[config.mk]
export PLATFORM = sky130hd
export DESIGN_NAME = priority_voice_allocator_top_flat
export DESIGN_NICKNAME = d
export VERILOG_FILES = /design/src/rtl/core/pva_pkg.sv /design/src/rtl/core/pva_if.sv /design/src/rtl/core/pva_voice_mem.sv /design/src/rtl/core/pva_ctrl.sv /design/src/rtl/core/priority_voice_allocator_top.sv /design/src/flat_wrapper.sv
export SDC_FILE = /design/constraint.sdc
export NUM_CORES = 2
export LEC_CHECK = 0
export BUFFER_PORTS_ARGS = -buffer_cell sky130_fd_sc_hd__buf_2
export CAP_MARGIN = 20
export CORE_MARGIN = 2
export CORE_UTILIZATION = 35
export CTS_BUF_LIST = sky130_fd_sc_hd__clkbuf_4 sky130_fd_sc_hd__clkbuf_8 sky130_fd_sc_hd__clkbuf_16
export DETAILED_ROUTE_END_ITERATION = 12
export SKIP_LAST_GASP = 1
export SYNTH_ARGS = -nofsm -noshare
export SYNTH_HDL_FRONTEND = slang
export SYNTH_SLANG_ARGS = --single-unit
[constraint.sdc]
create_clock -name clock -period 5.8 [get_ports clock]
set_input_delay 1.45 -clock clock [delete_from_list [all_inputs] [get_ports clock]]
set_output_delay 1.45 -clock clock [all_outputs]
set_load 0.05 [all_outputs]
[src/rtl/core/pva_pkg.sv]
// Shared constants, codes and types of the priority voice allocator.
package pva_pkg;

   localparam int VOICE_COUNT_DEF   = 64;
   localparam int PRIORITY_BITS_DEF = 8;

   localparam int OPCODE_W    = 2;
   localparam int PRIO_REQ_W  = 8;
   localparam int VOICE_IDX_W = 6;
   localparam int STATUS_W    = 3;
   localparam int IN_USE_W    = 7;
   localparam int STAMP_W     = 32;

   typedef enum logic [OPCODE_W-1:0] {
      OP_ACQUIRE  = 2'd0,
      OP_FREE     = 2'd1,
      OP_SET_PRIO = 2'd2,
      OP_RESERVED = 2'd3
   } opcode_type;

   typedef enum logic [STATUS_W-1:0] {
      STAT_GRANT_FREE        = 3'd0,
      STAT_GRANT_STOLEN      = 3'd1,
      STAT_REFUSE_DISABLED   = 3'd2,
      STAT_REFUSE_NONE_LOWER = 3'd3,
      STAT_DONE              = 3'd4
   } status_type;

   typedef enum logic [2:0] {
      S_IDLE,
      S_UPDATE,
      S_FREE_SCAN,
      S_STEAL_SCAN,
      S_GRANT,
      S_FINISH
   } state_type;

   typedef struct packed {
      logic prio_we;
      logic stamp_we;
      logic rd_en;
   } mem_ctl_type;

endpackage

[src/rtl/core/pva_if.sv]
// Request and response channel interfaces of the priority voice allocator.
interface pva_req_if;
   logic                            valid;
   logic                            ready;
   logic [pva_pkg::OPCODE_W-1:0]    opcode;
   logic [pva_pkg::PRIO_REQ_W-1:0]  priority_req;
   logic [pva_pkg::VOICE_IDX_W-1:0] voice_index;

   modport source (output valid, opcode, priority_req, voice_index, input ready);
   modport sink   (input valid, opcode, priority_req, voice_index, output ready);
endinterface

interface pva_rsp_if;
   logic                            valid;
   logic                            ready;
   logic [pva_pkg::STATUS_W-1:0]    status;
   logic [pva_pkg::VOICE_IDX_W-1:0] granted_voice;
   logic [pva_pkg::IN_USE_W-1:0]    voices_in_use;

   modport source (output valid, status, granted_voice, voices_in_use, input ready);
   modport sink   (input valid, status, granted_voice, voices_in_use, output ready);
endinterface

[src/rtl/core/pva_voice_mem.sv]
// Per-voice priority and acquisition stamp memories with a registered read port.
module pva_voice_mem #(
   parameter int  VOICE_COUNT = pva_pkg::VOICE_COUNT_DEF,
   parameter int  PRIO_W      = pva_pkg::PRIORITY_BITS_DEF,
   localparam int VIDX_W      = $clog2(VOICE_COUNT),
   localparam int STAMP_W     = pva_pkg::STAMP_W
) (
   input  logic                 clock,
   input  pva_pkg::mem_ctl_type mem_ctl,
   input  logic [VIDX_W-1:0]    wr_addr,
   input  logic [PRIO_W-1:0]    wr_prio,
   input  logic [STAMP_W-1:0]   wr_stamp,
   input  logic [VIDX_W-1:0]    rd_addr,
   output logic [PRIO_W-1:0]    rd_prio,
   output logic [STAMP_W-1:0]   rd_stamp
);

   logic [PRIO_W-1:0]  prio_mem  [VOICE_COUNT];
   logic [STAMP_W-1:0] stamp_mem [VOICE_COUNT];
   logic [PRIO_W-1:0]  rd_prio_ff;
   logic [STAMP_W-1:0] rd_stamp_ff;

   always_ff @(posedge clock) begin
      if (mem_ctl.prio_we) begin
         prio_mem[wr_addr] <= wr_prio;
      end
      if (mem_ctl.stamp_we) begin
         stamp_mem[wr_addr] <= wr_stamp;
      end
      if (mem_ctl.rd_en) begin
         rd_prio_ff  <= prio_mem[rd_addr];
         rd_stamp_ff <= stamp_mem[rd_addr];
      end
   end

   assign rd_prio  = rd_prio_ff;
   assign rd_stamp = rd_stamp_ff;

endmodule

[src/rtl/core/pva_ctrl.sv]
// Sequencer, scan compare unit and voice occupancy state of the allocator.
module pva_ctrl #(
   parameter int  VOICE_COUNT = pva_pkg::VOICE_COUNT_DEF,
   parameter int  PRIO_W      = pva_pkg::PRIORITY_BITS_DEF,
   localparam int VIDX_W      = $clog2(VOICE_COUNT),
   localparam int STAMP_W     = pva_pkg::STAMP_W
) (
   input  logic                 clock,
   input  logic                 reset,
   input  logic                 csr_write_en,
   input  logic                 csr_write_data,
   pva_req_if.sink              req_bus,
   pva_rsp_if.source            rsp_bus,
   output pva_pkg::mem_ctl_type mem_ctl,
   output logic [VIDX_W-1:0]    wr_addr,
   output logic [PRIO_W-1:0]    wr_prio,
   output logic [STAMP_W-1:0]   wr_stamp,
   output logic [VIDX_W-1:0]    rd_addr,
   input  logic [PRIO_W-1:0]    rd_prio,
   input  logic [STAMP_W-1:0]   rd_stamp
);

   localparam int VCW   = $clog2(VOICE_COUNT + 1);
   localparam int IDX_W = pva_pkg::VOICE_IDX_W;
   localparam int CNT_W = pva_pkg::IN_USE_W;
   localparam int ST_W  = pva_pkg::STATUS_W;

   pva_pkg::state_type  state_ff, state_in;
   pva_pkg::opcode_type op_ff;
   pva_pkg::status_type status_ff;

   logic [PRIO_W-1:0]      prio_ff;
   logic [IDX_W-1:0]       idx_ff;
   logic [VCW-1:0]         scan_ff;
   logic [VIDX_W-1:0]      best_idx_ff;
   logic [PRIO_W-1:0]      best_prio_ff;
   logic [STAMP_W-1:0]     best_stamp_ff;
   logic                   found_ff;
   logic [VOICE_COUNT-1:0] in_use_ff;
   logic [VCW-1:0]         count_ff;
   logic [STAMP_W-1:0]     acq_ff;
   logic                   enabled_ff;
   logic                   rsp_valid_ff;
   logic [ST_W-1:0]        rsp_status_ff;
   logic [IDX_W-1:0]       rsp_voice_ff;
   logic [CNT_W-1:0]       rsp_count_ff;

   logic              req_fire;
   logic              rsp_free;
   logic              load_rsp;
   logic              idx_in_range;
   logic [VIDX_W-1:0] idx_v;
   logic [VIDX_W-1:0] scan_v;
   logic [VIDX_W-1:0] eval_idx;
   logic [VIDX_W-1:0] use_addr;
   logic              use_bit;
   logic              scan_last;
   logic              cand_ok;
   logic [STAMP_W-1:0] stamp_next;
   logic              granted;

   assign req_fire     = req_bus.valid && req_bus.ready;
   assign rsp_free     = !rsp_valid_ff || rsp_bus.ready;
   assign idx_in_range = 32'(idx_ff) < 32'(VOICE_COUNT);
   assign idx_v        = VIDX_W'(idx_ff);
   assign scan_v       = VIDX_W'(scan_ff);
   assign eval_idx     = VIDX_W'(scan_ff - VCW'(1));
   assign use_addr     = (state_ff == pva_pkg::S_FREE_SCAN) ? scan_v : idx_v;
   assign use_bit      = in_use_ff[use_addr];
   assign scan_last    = scan_ff == VCW'(VOICE_COUNT);
   assign stamp_next   = acq_ff + STAMP_W'(1);
   assign granted      = (status_ff == pva_pkg::STAT_GRANT_FREE) ||
                         (status_ff == pva_pkg::STAT_GRANT_STOLEN);

   // A candidate must sit strictly below the request; ties go to the older stamp,
   // and equal stamps keep the lower voice already held.
   assign cand_ok = (rd_prio < prio_ff) &&
                    (!found_ff || (rd_prio < best_prio_ff) ||
                     ((rd_prio == best_prio_ff) && (rd_stamp < best_stamp_ff)));

   always_comb begin
      state_in = state_ff;
      case (state_ff)
         pva_pkg::S_IDLE: begin
            if (req_fire) begin
               if (pva_pkg::opcode_type'(req_bus.opcode) == pva_pkg::OP_ACQUIRE) begin
                  if (!enabled_ff) begin
                     state_in = pva_pkg::S_FINISH;
                  end else if (count_ff != VCW'(VOICE_COUNT)) begin
                     state_in = pva_pkg::S_FREE_SCAN;
                  end else begin
                     state_in = pva_pkg::S_STEAL_SCAN;
                  end
               end else begin
                  state_in = pva_pkg::S_UPDATE;
               end
            end
         end
         pva_pkg::S_UPDATE: begin
            state_in = pva_pkg::S_FINISH;
         end
         pva_pkg::S_FREE_SCAN: begin
            if (!use_bit) begin
               state_in = pva_pkg::S_GRANT;
            end
         end
         pva_pkg::S_STEAL_SCAN: begin
            if (scan_last) begin
               state_in = (found_ff || cand_ok) ? pva_pkg::S_GRANT : pva_pkg::S_FINISH;
            end
         end
         pva_pkg::S_GRANT: begin
            state_in = pva_pkg::S_FINISH;
         end
         pva_pkg::S_FINISH: begin
            if (rsp_free) begin
               state_in = pva_pkg::S_IDLE;
            end
         end
         default: begin
            state_in = pva_pkg::S_IDLE;
         end
      endcase
   end

   always_comb begin
      req_bus.ready    = 1'b0;
      mem_ctl          = '0;
      load_rsp         = 1'b0;
      wr_addr          = idx_v;
      wr_prio          = prio_ff;
      wr_stamp         = stamp_next;
      rd_addr          = scan_v;
      case (state_ff)
         pva_pkg::S_IDLE: begin
            req_bus.ready = 1'b1;
         end
         pva_pkg::S_UPDATE: begin
            mem_ctl.prio_we = (op_ff == pva_pkg::OP_SET_PRIO) && idx_in_range;
         end
         pva_pkg::S_STEAL_SCAN: begin
            mem_ctl.rd_en = !scan_last;
         end
         pva_pkg::S_GRANT: begin
            mem_ctl.prio_we  = 1'b1;
            mem_ctl.stamp_we = 1'b1;
            wr_addr          = best_idx_ff;
         end
         pva_pkg::S_FINISH: begin
            load_rsp = rsp_free;
         end
         default: begin
            req_bus.ready = 1'b0;
         end
      endcase
   end

   always_ff @(posedge clock) begin
      if (reset) begin
         state_ff     <= pva_pkg::S_IDLE;
         enabled_ff   <= 1'b0;
         in_use_ff    <= '0;
         count_ff     <= '0;
         acq_ff       <= '0;
         rsp_valid_ff <= 1'b0;
      end else begin
         state_ff <= state_in;
         if (csr_write_en) begin
            enabled_ff <= csr_write_data;
         end
         if (state_ff == pva_pkg::S_UPDATE && op_ff == pva_pkg::OP_FREE &&
             idx_in_range && use_bit) begin
            in_use_ff[idx_v] <= 1'b0;
            count_ff         <= count_ff - VCW'(1);
         end
         if (state_ff == pva_pkg::S_GRANT) begin
            in_use_ff[best_idx_ff] <= 1'b1;
            acq_ff                 <= stamp_next;
            if (status_ff == pva_pkg::STAT_GRANT_FREE) begin
               count_ff <= count_ff + VCW'(1);
            end
         end
         if (load_rsp) begin
            rsp_valid_ff <= 1'b1;
         end else if (rsp_bus.ready) begin
            rsp_valid_ff <= 1'b0;
         end
      end
   end

   always_ff @(posedge clock) begin
      case (state_ff)
         pva_pkg::S_IDLE: begin
            if (req_fire) begin
               op_ff    <= pva_pkg::opcode_type'(req_bus.opcode);
               prio_ff  <= PRIO_W'(req_bus.priority_req);
               idx_ff   <= req_bus.voice_index;
               scan_ff  <= '0;
               found_ff <= 1'b0;
               if (pva_pkg::opcode_type'(req_bus.opcode) != pva_pkg::OP_ACQUIRE) begin
                  status_ff <= pva_pkg::STAT_DONE;
               end else if (!enabled_ff) begin
                  status_ff <= pva_pkg::STAT_REFUSE_DISABLED;
               end else begin
                  status_ff <= pva_pkg::STAT_GRANT_FREE;
               end
            end
         end
         pva_pkg::S_FREE_SCAN: begin
            if (!use_bit) begin
               best_idx_ff <= scan_v;
            end else begin
               scan_ff <= scan_ff + VCW'(1);
            end
         end
         pva_pkg::S_STEAL_SCAN: begin
            if (!scan_last) begin
               scan_ff <= scan_ff + VCW'(1);
            end
            if (scan_ff != '0 && cand_ok) begin
               best_idx_ff   <= eval_idx;
               best_prio_ff  <= rd_prio;
               best_stamp_ff <= rd_stamp;
               found_ff      <= 1'b1;
            end
            if (scan_last) begin
               status_ff <= (found_ff || cand_ok) ? pva_pkg::STAT_GRANT_STOLEN
                                                  : pva_pkg::STAT_REFUSE_NONE_LOWER;
            end
         end
         default: begin
         end
      endcase
      if (load_rsp) begin
         rsp_status_ff <= ST_W'(status_ff);
         rsp_voice_ff  <= granted ? IDX_W'(best_idx_ff) : '0;
         rsp_count_ff  <= CNT_W'(count_ff);
      end
   end

   assign rsp_bus.valid         = rsp_valid_ff;
   assign rsp_bus.status        = rsp_status_ff;
   assign rsp_bus.granted_voice = rsp_voice_ff;
   assign rsp_bus.voices_in_use = rsp_count_ff;

   a_count_matches: assert property (@(posedge clock) disable iff (reset)
      count_ff == VCW'($countones(in_use_ff)))
      else $error("voice count differs from the occupancy vector");

   a_free_scan_has_free: assert property (@(posedge clock) disable iff (reset)
      state_ff == pva_pkg::S_FREE_SCAN |-> count_ff != VCW'(VOICE_COUNT))
      else $error("free scan entered with every voice in use");

   a_steal_only_when_full: assert property (@(posedge clock) disable iff (reset)
      (state_ff == pva_pkg::S_GRANT && status_ff == pva_pkg::STAT_GRANT_STOLEN)
      |-> (&in_use_ff))
      else $error("voice stolen while a free voice exists");

   a_scan_bounded: assert property (@(posedge clock) disable iff (reset)
      state_ff == pva_pkg::S_STEAL_SCAN |-> scan_ff <= VCW'(VOICE_COUNT))
      else $error("steal scan ran past the last voice");

endmodule

[src/rtl/core/priority_voice_allocator_top.sv]
// Top level of the priority voice allocator.
// An acquire searches the occupancy vector from index 0 for a free voice. When every voice
// is in use it must steal instead: the sequencer then walks the whole voice table one entry
// per cycle through a single compare unit and the one read port of the priority and stamp
// memories, and an acquire that finds no voice with a lower priority is refused. Free,
// set-priority and reserved requests pass through the update state, and an acquire refused
// because voices are disabled goes straight to the finish state.
// A new request beat is taken only while the sequencer is idle, which includes the time a
// finished response beat still waits in the output register. The user must write the enable
// register through csr_write_en and csr_write_data only while the block is idle; the block
// itself does not enforce this. No memory clearing pass follows reset.
module priority_voice_allocator_top #(
   parameter int VOICE_COUNT   = pva_pkg::VOICE_COUNT_DEF,
   parameter int PRIORITY_BITS = pva_pkg::PRIORITY_BITS_DEF
) (
   input logic       clock,
   input logic       reset,
   input logic       csr_write_en,
   input logic       csr_write_data,
   pva_req_if.sink   req_bus,
   pva_rsp_if.source rsp_bus
);

   localparam int PRIO_W  = (PRIORITY_BITS < pva_pkg::PRIO_REQ_W) ? PRIORITY_BITS
                                                                  : pva_pkg::PRIO_REQ_W;
   localparam int VIDX_W  = $clog2(VOICE_COUNT);
   localparam int STAMP_W = pva_pkg::STAMP_W;

   pva_pkg::mem_ctl_type mem_ctl;
   logic [VIDX_W-1:0]    wr_addr;
   logic [VIDX_W-1:0]    rd_addr;
   logic [PRIO_W-1:0]    wr_prio;
   logic [PRIO_W-1:0]    rd_prio;
   logic [STAMP_W-1:0]   wr_stamp;
   logic [STAMP_W-1:0]   rd_stamp;

   pva_ctrl #(
      .VOICE_COUNT (VOICE_COUNT),
      .PRIO_W      (PRIO_W)
   ) u_ctrl (
      .clock          (clock),
      .reset          (reset),
      .csr_write_en   (csr_write_en),
      .csr_write_data (csr_write_data),
      .req_bus        (req_bus),
      .rsp_bus        (rsp_bus),
      .mem_ctl        (mem_ctl),
      .wr_addr        (wr_addr),
      .wr_prio        (wr_prio),
      .wr_stamp       (wr_stamp),
      .rd_addr        (rd_addr),
      .rd_prio        (rd_prio),
      .rd_stamp       (rd_stamp)
   );

   pva_voice_mem #(
      .VOICE_COUNT (VOICE_COUNT),
      .PRIO_W      (PRIO_W)
   ) u_voice_mem (
      .clock    (clock),
      .mem_ctl  (mem_ctl),
      .wr_addr  (wr_addr),
      .wr_prio  (wr_prio),
      .wr_stamp (wr_stamp),
      .rd_addr  (rd_addr),
      .rd_prio  (rd_prio),
      .rd_stamp (rd_stamp)
   );

endmodule

[src/flat_wrapper.sv]
// flat-port wrapper written by rule: the top's interface ports become plain ports
module priority_voice_allocator_top_flat 
#(
   parameter int VOICE_COUNT   = pva_pkg::VOICE_COUNT_DEF,
   parameter int PRIORITY_BITS = pva_pkg::PRIORITY_BITS_DEF
)
  (clock, reset, csr_write_en, csr_write_data, req_bus_valid, req_bus_opcode, req_bus_priority_req, req_bus_voice_index, req_bus_ready, rsp_bus_valid, rsp_bus_status, rsp_bus_granted_voice, rsp_bus_voices_in_use, rsp_bus_ready);
  pva_req_if req_bus_i ();
  pva_rsp_if rsp_bus_i ();
  input logic clock;
  input logic reset;
  input logic csr_write_en;
  input logic csr_write_data;
  input wire logic [$bits(req_bus_i.valid)-1:0] req_bus_valid;
  input wire logic [$bits(req_bus_i.opcode)-1:0] req_bus_opcode;
  input wire logic [$bits(req_bus_i.priority_req)-1:0] req_bus_priority_req;
  input wire logic [$bits(req_bus_i.voice_index)-1:0] req_bus_voice_index;
  output wire logic [$bits(req_bus_i.ready)-1:0] req_bus_ready;
  output wire logic [$bits(rsp_bus_i.valid)-1:0] rsp_bus_valid;
  output wire logic [$bits(rsp_bus_i.status)-1:0] rsp_bus_status;
  output wire logic [$bits(rsp_bus_i.granted_voice)-1:0] rsp_bus_granted_voice;
  output wire logic [$bits(rsp_bus_i.voices_in_use)-1:0] rsp_bus_voices_in_use;
  input wire logic [$bits(rsp_bus_i.ready)-1:0] rsp_bus_ready;
  assign req_bus_i.valid = req_bus_valid;
  assign req_bus_i.opcode = req_bus_opcode;
  assign req_bus_i.priority_req = req_bus_priority_req;
  assign req_bus_i.voice_index = req_bus_voice_index;
  assign req_bus_ready = req_bus_i.ready;
  assign rsp_bus_valid = rsp_bus_i.valid;
  assign rsp_bus_status = rsp_bus_i.status;
  assign rsp_bus_granted_voice = rsp_bus_i.granted_voice;
  assign rsp_bus_voices_in_use = rsp_bus_i.voices_in_use;
  assign rsp_bus_i.ready = rsp_bus_ready;
  priority_voice_allocator_top #(.VOICE_COUNT(VOICE_COUNT), .PRIORITY_BITS(PRIORITY_BITS)) u_core (.clock(clock), .reset(reset), .csr_write_en(csr_write_en), .csr_write_data(csr_write_data), .req_bus(req_bus_i), .rsp_bus(rsp_bus_i));
endmodule
# Yosys cells after proc, flatten, opt, wreduce, memory -nomap -nowiden
# Memories as Yosys holds them, arrays and structs flattened. A register that Yosys moved wholly into a read port is not among the register bits.
# Index checks and enable logic that the tools add are counted.
classes:
  add_sub_neg: 5
  order_cmp: 8
  eq_ne: 18
  n_mux: 50
  bitwise: 3
  n_reduce_logical: 33
ops:
  columns: ["cell", "count"]
  rows:
  - ["64-bit 2-to-1 mux", 3]
  - ["64-bit bitwise AND", 1]
  - ["64-bit inverter", 1]
  - ["64-bit OR", 1]
  - ["7-bit 2-to-1 mux", 6]
  - ["32-bit by 1-bit adder with 32-bit output, second input constant", 1]
  - ["32-bit less-than comparator", 1]
  - ["3-bit 2-to-1 mux", 9]
  - ["6-bit 2-to-1 mux", 4]
  - ["6-bit by 7-bit less-than comparator with 1-bit output, second input constant", 3]
  - ["7-bit case mux with 3 select lines", 1]
  - ["1-bit 2-to-1 mux", 17]
  - ["8-bit less-than comparator", 2]
  - ["3-bit case mux with 5 select lines", 1]
  - ["7-bit by 1-bit adder with 7-bit output, second input constant", 2]
  - ["2-bit != test, second input constant", 7]
  - ["1-bit demux with 6-bit select", 2]
  - ["6-bit by 1-bit >= comparator with 1-bit output, second input constant", 2]
  - ["6-bit case mux with 2 select lines", 1]
  - ["3-bit AND reduction", 3]
  - ["8-bit equality test", 1]
  - ["1-bit logical AND", 8]
  - ["4-bit AND reduction", 2]
  - ["2-bit nonzero test", 4]
  - ["other kinds (21)", 34]
totals:
  reg_bits: 197
  ramBits: 2560
  input_bits: 22
  out_inout_bits: 18
  elab_cells: 137
  memories: 2
memory_table:
  columns: ["memory", "words", "word_bits", "rd", "rd_clocked_by_memory_dff", "wr", "line_no", "rtl"]
  rows:
  - ["u_core.u_voice_mem.stamp_mem", 64, 32, 1, 1, 1, "pva_voice_mem.sv:19", "logic [STAMP_W-1:0] stamp_mem [VOICE_COUNT];"]
  - ["u_core.u_voice_mem.prio_mem", 64, 8, 1, 1, 1, "pva_voice_mem.sv:18", "logic [PRIO_W-1:0] prio_mem [VOICE_COUNT];"]

# Depth between registers and ports, before layout
depth:
  ltp_word: 10
  depth_mapped: 13
  ltp_nobuf: 11

# By module
# Synthesis repeated with hierarchy kept, for this count alone.
hier_totals:
  hier_cells: 5413
  hier_area_um2: 109057.1
by_module_without_submodules:
  columns: ["module", "n_inst", "cells_each", "area_each_um2", "seq_area_each_um2"]
  rows:
  - ["pva_voice_mem", 1, 4357, 98648.4, 78074.9]
  - ["pva_ctrl", 1, 1056, 10408.7, 4834.6]

# Least setup slack after synthesis
# Ideal clock, no wire load.
synth_path:
  path_type: "reg-to-reg"
  start: "reg u_core.u_ctrl.acq_ff[2]"
  end: "mem u_core.u_voice_mem.stamp_mem[0][27] (data pin)"
  setup_ns: 0.568
  t_arrival_ns: 4.009
  required_time_ns: 5.232
  setup_slack_ns: 1.223
  path_stages_with_launch: 9
  n_path_buf: 0
  synth_period_minus_slack_ns: 4.577
  cell_sequence: "dfxtp_1 > nand2_1 > nor3_1 > nand3_1 > nor2_1 > and3_1 > nor4b_1 > nand3_1 > xnor2_1"
synth_between:
  elab_chain_cells: 1
synth_rtl:
  columns: ["element", "line_no", "rtl"]
  rows:
  - ["start: declaration", "pva_ctrl.sv:41", "logic [STAMP_W-1:0] acq_ff;"]
  - ["start signal: assignment", "pva_ctrl.sv:178", "acq_ff <= stamp_next;"]
  - ["32-bit by 1-bit adder with 32-bit output", "pva_ctrl.sv:71", "assign stamp_next = acq_ff + STAMP_W'(1);"]
  - ["net u_core.u_ctrl.wr_stamp[27]", "pva_ctrl.sv:17", "output logic [STAMP_W-1:0] wr_stamp,"]
  - ["end: declaration", "pva_voice_mem.sv:19", null]
# The timed path passes the listed nets, and every way through them passes these cells.

# Final worst setup path
layout_path:
  start: "reg u_core.u_voice_mem.rd_stamp_ff[30] (netlist: u_core.u_voice_mem.rd_stamp[30]), read port of u_core.u_voice_mem.stamp_mem"
  end: "reg u_core.u_ctrl.best_prio_ff[5], enable pin"
layout_between:
  elab_chain_cells: 6
layout_rtl:
  columns: ["element", "line_no", "rtl"]
  rows:
  - ["start: declaration", "pva_voice_mem.sv:21", "logic [STAMP_W-1:0] rd_stamp_ff;"]
  - ["32-bit less-than comparator", "pva_ctrl.sv:79", "((rd_prio == best_prio_ff) && (rd_stamp < best_stamp_ff)));"]
  - ["1-bit logical AND", "pva_ctrl.sv:79", null]
  - ["1-bit logical OR", "pva_ctrl.sv:78", "(!found_ff || (rd_prio < best_prio_ff) ||"]
  - ["1-bit logical AND", "pva_ctrl.sv:77", "assign cand_ok = (rd_prio < prio_ff) &&"]
  - ["1-bit logical AND", "pva_ctrl.sv:220", "if (scan_ff != '0 && cand_ok) begin"]
  - ["2-bit AND reduction (no line)", null, null]
  - ["end signal: assignment", "pva_ctrl.sv:222", "best_prio_ff <= rd_prio;"]
  - ["end: declaration", "pva_ctrl.sv:36", "logic [PRIO_W-1:0] best_prio_ff;"]
# Every way passes these cells.
# A chain may end at the register's enable or synchronous reset.

==> results.sh <==
export IMPL_syn_cell_area_sq_um=109000
export IMPL_grt_pass1_vias=52600
export IMPL_setup_violations=0
export IMPL_firstDrtPassIters=6
export IMPL_criticalPathCategory="reg2reg"
export IMPL_ctsHoldBuffers=0
export IMPL_power_density_nw_per_um2=338
export IMPL_clockBufferDepth=4
export IMPL_ios=40
export IMPL_synth_top_area_share=0.741
export IMPL_drc=0
export IMPL_layout_drive_gt1_share=0.300
export IMPL_cts_resized=0
export IMPL_layout_commonest_cell="edfxtp_1"
export IMPL_start_util=0.352
export IMPL_worstPathArrival_ns=5.41
export IMPL_grt_pass1_wl_um=394000
export IMPL_path_max_fanout=33
export IMPL_max_cap_violations=0
export IMPL_seqCellArea_sq_um=82900
export IMPL_min_period_over_period=0.846
export IMPL_hold_class="reg2reg"
export IMPL_synthDistinctLibCells=71
export IMPL_routedWlPerCell_um=29.1
export IMPL_synthTopCellsByArea="edfxtp_1, mux4_2, dfxtp_1, nor2_1, ha_1"
export IMPL_outcome="complete, no violations"
export IMPL_syn_to_final_growth_pct=14.4
export IMPL_ys_ff_latch=2797
export IMPL_drv_slew=0
export IMPL_layout_nets=5236
export IMPL_final_hold_violation_count=0
export IMPL_htreeDepth=5
export IMPL_max_slew_margin_rel=0.260
export IMPL_cts_buffers=281
export IMPL_synth_avg_cell_area_sq_um=22.1
export IMPL_cp_required_ns=6.31
export IMPL_tns_ns=0
export IMPL_vias=52300
export IMPL_synthFlopType="edfxtp_1"
export IMPL_insertion_delay_ns=0.85
export IMPL_synth_edff_count=2689
export IMPL_yosys_area_top_type="edfxtp_1"
export IMPL_cp_top_family="compound AO/OA/AOI/OAI gates"
export IMPL_clockRootBuffer="clkbuf_16"
export IMPL_core_area_sq_um=309000
export IMPL_grt_max_degree=141
export IMPL_routed_via_density=5.52
export IMPL_synthCells=4920
export IMPL_postRouteAntennaNets=0
export IMPL_power_leakage_nw=38.9
export IMPL_crit_chain="ha_1 -> nand3_1 -> nand4b_1 -> a2111oi_0 -> buf_4 -> o221a_2 -> a31o_2 -> o2111ai_1 -> inv_2 -> buf_4"
export IMPL_ys_async_sr_fraction=0
export IMPL_start_kind="flip-flop"
export IMPL_dieArea_sq_um=316000
export IMPL_cts_sinks=2797
export IMPL_die_width_um=562
export IMPL_die_y_um=562
export IMPL_cts_tree="yes"
export IMPL_cp_end_kind="flip-flop"
export IMPL_fmax_mhz=204
export IMPL_yosysWarnings=0
export IMPL_slowest_stage="a2111oi_0"
export IMPL_critPathBufInv=3
export IMPL_worst_pin_slew_ns=1.08
export IMPL_peakVddDrop_mv=0.256
export IMPL_mappedNetlistNets=4995
export IMPL_portBuffers=39
export IMPL_grt_util_all_layers=0.173
export IMPL_drt_iter0_markers=6616
export IMPL_whs_ns=0.461
export IMPL_rsz0062_at_grt="no"
export IMPL_antenna_found_initial=21
export IMPL_cts_setup_buffers=0
export IMPL_cts_reportedPaths_clkPinSlew_ns=0.06
export IMPL_multi_input_area_sq_um=25700
export IMPL_fill_cells=26900
export IMPL_grt_overflow=0
export IMPL_finalClockSkew_ns=0.0717
export IMPL_cpMostUsedCell="buf_4"
export IMPL_seq_area_frac_synth=0.761
export IMPL_drt_wl_total_um=276000
export IMPL_gp_congestion=0.898
export IMPL_hpwl_um=161000
export IMPL_cpPeakStageDelay_ns=1.04
export IMPL_layout_common_cells="edfxtp_1, mux4_2, clkbuf_16, nor2_1, buf_4"
export IMPL_rows=204
export IMPL_period_minus_slack_ns=4.91
path summary, 6_finish.rpt:
path         slack [ns]  cells after the start                            start                              end
max                0.89                     10  u_core.u_voice_mem.rd_stamp[30]    u_core.u_ctrl.best_prio_ff[5]
min                0.46                      0  u_core.u_voice_mem.rd_stamp[24]  u_core.u_ctrl.best_stamp_ff[24]
max reg2reg        0.89                     10  u_core.u_voice_mem.rd_stamp[30]    u_core.u_ctrl.best_prio_ff[5]
min reg2reg        0.46                      0  u_core.u_voice_mem.rd_stamp[24]  u_core.u_ctrl.best_stamp_ff[24]
metal layers:
| layer | vias to the layer above | track usage | part of all wire |
|---|---|---|---|
| met1 | 28500 | 0.243 | 0.42 |
| met5 | - | 0 | 0.00017 |
| li1 | 21200 | - | - |
| met4 | 6 | 0.0474 | 0.026 |
| met3 | 416 | 0.0271 | 0.073 |
| met2 | 2210 | 0.279 | 0.48 |
Yosys cell counts (all sizes together), types with 8 or more instances:
| master | instances |
|---|---|
| nor2 | 226 |
| nor4 | 8 |
| nor3 | 14 |
| xor2 | 34 |
| nand2 | 137 |
| nand3b | 10 |
| clkbuf | 163 |
| and2 | 11 |
| inv | 68 |
| and3 | 9 |
| a21oi | 59 |
| a21o | 14 |
| edfxtp | 2689 |
| dfxtp | 108 |
| mux4 | 847 |
| ha | 53 |
| a31oi | 18 |
| nand3 | 53 |
| buf | 85 |
| nand4 | 17 |
| o211ai | 25 |
| o21ai | 91 |
| mux2 | 9 |
| xnor2 | 27 |
| nand2b | 11 |
| o21a | 10 |
| mux2i | 33 |
| or3 | 14 |
| nor2b | 15 |
stage by stage:
| stage | std cells | worst slack, ns | utilization | instance area (sq um) | total power, mW |
|---|---|---|---|---|---|
| 2_1_floorplan | 4920 | 1.22 | - | 109000 | 24.1 |
| 4_1_cts | 9473 | 1.01 | 0.403 | 125000 | 42.5 |
| 5_1_grt | 9476 | 0.775 | 0.403 | 125000 | 43.4 |
| 6_report | 9481 | 0.895 | 0.403 | 125000 | 42.2 |
| 3_5_place_dp | 8996 | 1.07 | 0.374 | 116000 | 25.1 |
| 3_3_place_gp | 8990 | 1.12 | 0.374 | 116000 | 25.0 |
power breakdown:
part           internal (mW)  total, mW  switching, mW
clock network           10.1       17.5           7.48
registers               22.0       22.1         0.0756
logic                   1.02       2.49           1.47
total                   33.1       42.2           9.02
cell type report:
cell class	instances	share of cell area
antenna	6	0.000120
tap	4120	0.0414
clock buffer	344	0.0615
sequential	2797	0.665
inverter	69	0.00208
clock inverter	133	0.00901
multi-input combinational	1806	0.206
timing repair buffer	206	0.0143
cells by family (layout without fill, tap and decap cells):
group,Yosys count,count (layout),share of synthesized area
other,0,6,0
and+or+nand+nor,546,546,0.0232
adders and majority gates,53,53,0.00609
AOI/OAI and AO/OA,257,257,0.0147
DFF,2797,2797,0.761
buffers and inverters,317,752,0.0111
muxes,889,889,0.179
xor gates and xnor gates,61,61,0.00490
registers in the layout, indices dropped and copies added, names as in the netlist, 32 cells and up:
name	count
u_core.u_voice_mem.stamp_mem	2048
u_core.u_voice_mem.prio_mem	512
u_core.u_ctrl.in_use_ff	64
u_core.u_ctrl.acq_ff	32
u_core.u_ctrl.best_stamp_ff	32
u_core.u_voice_mem.rd_stamp	32
(Power assumes the default switching activity.)
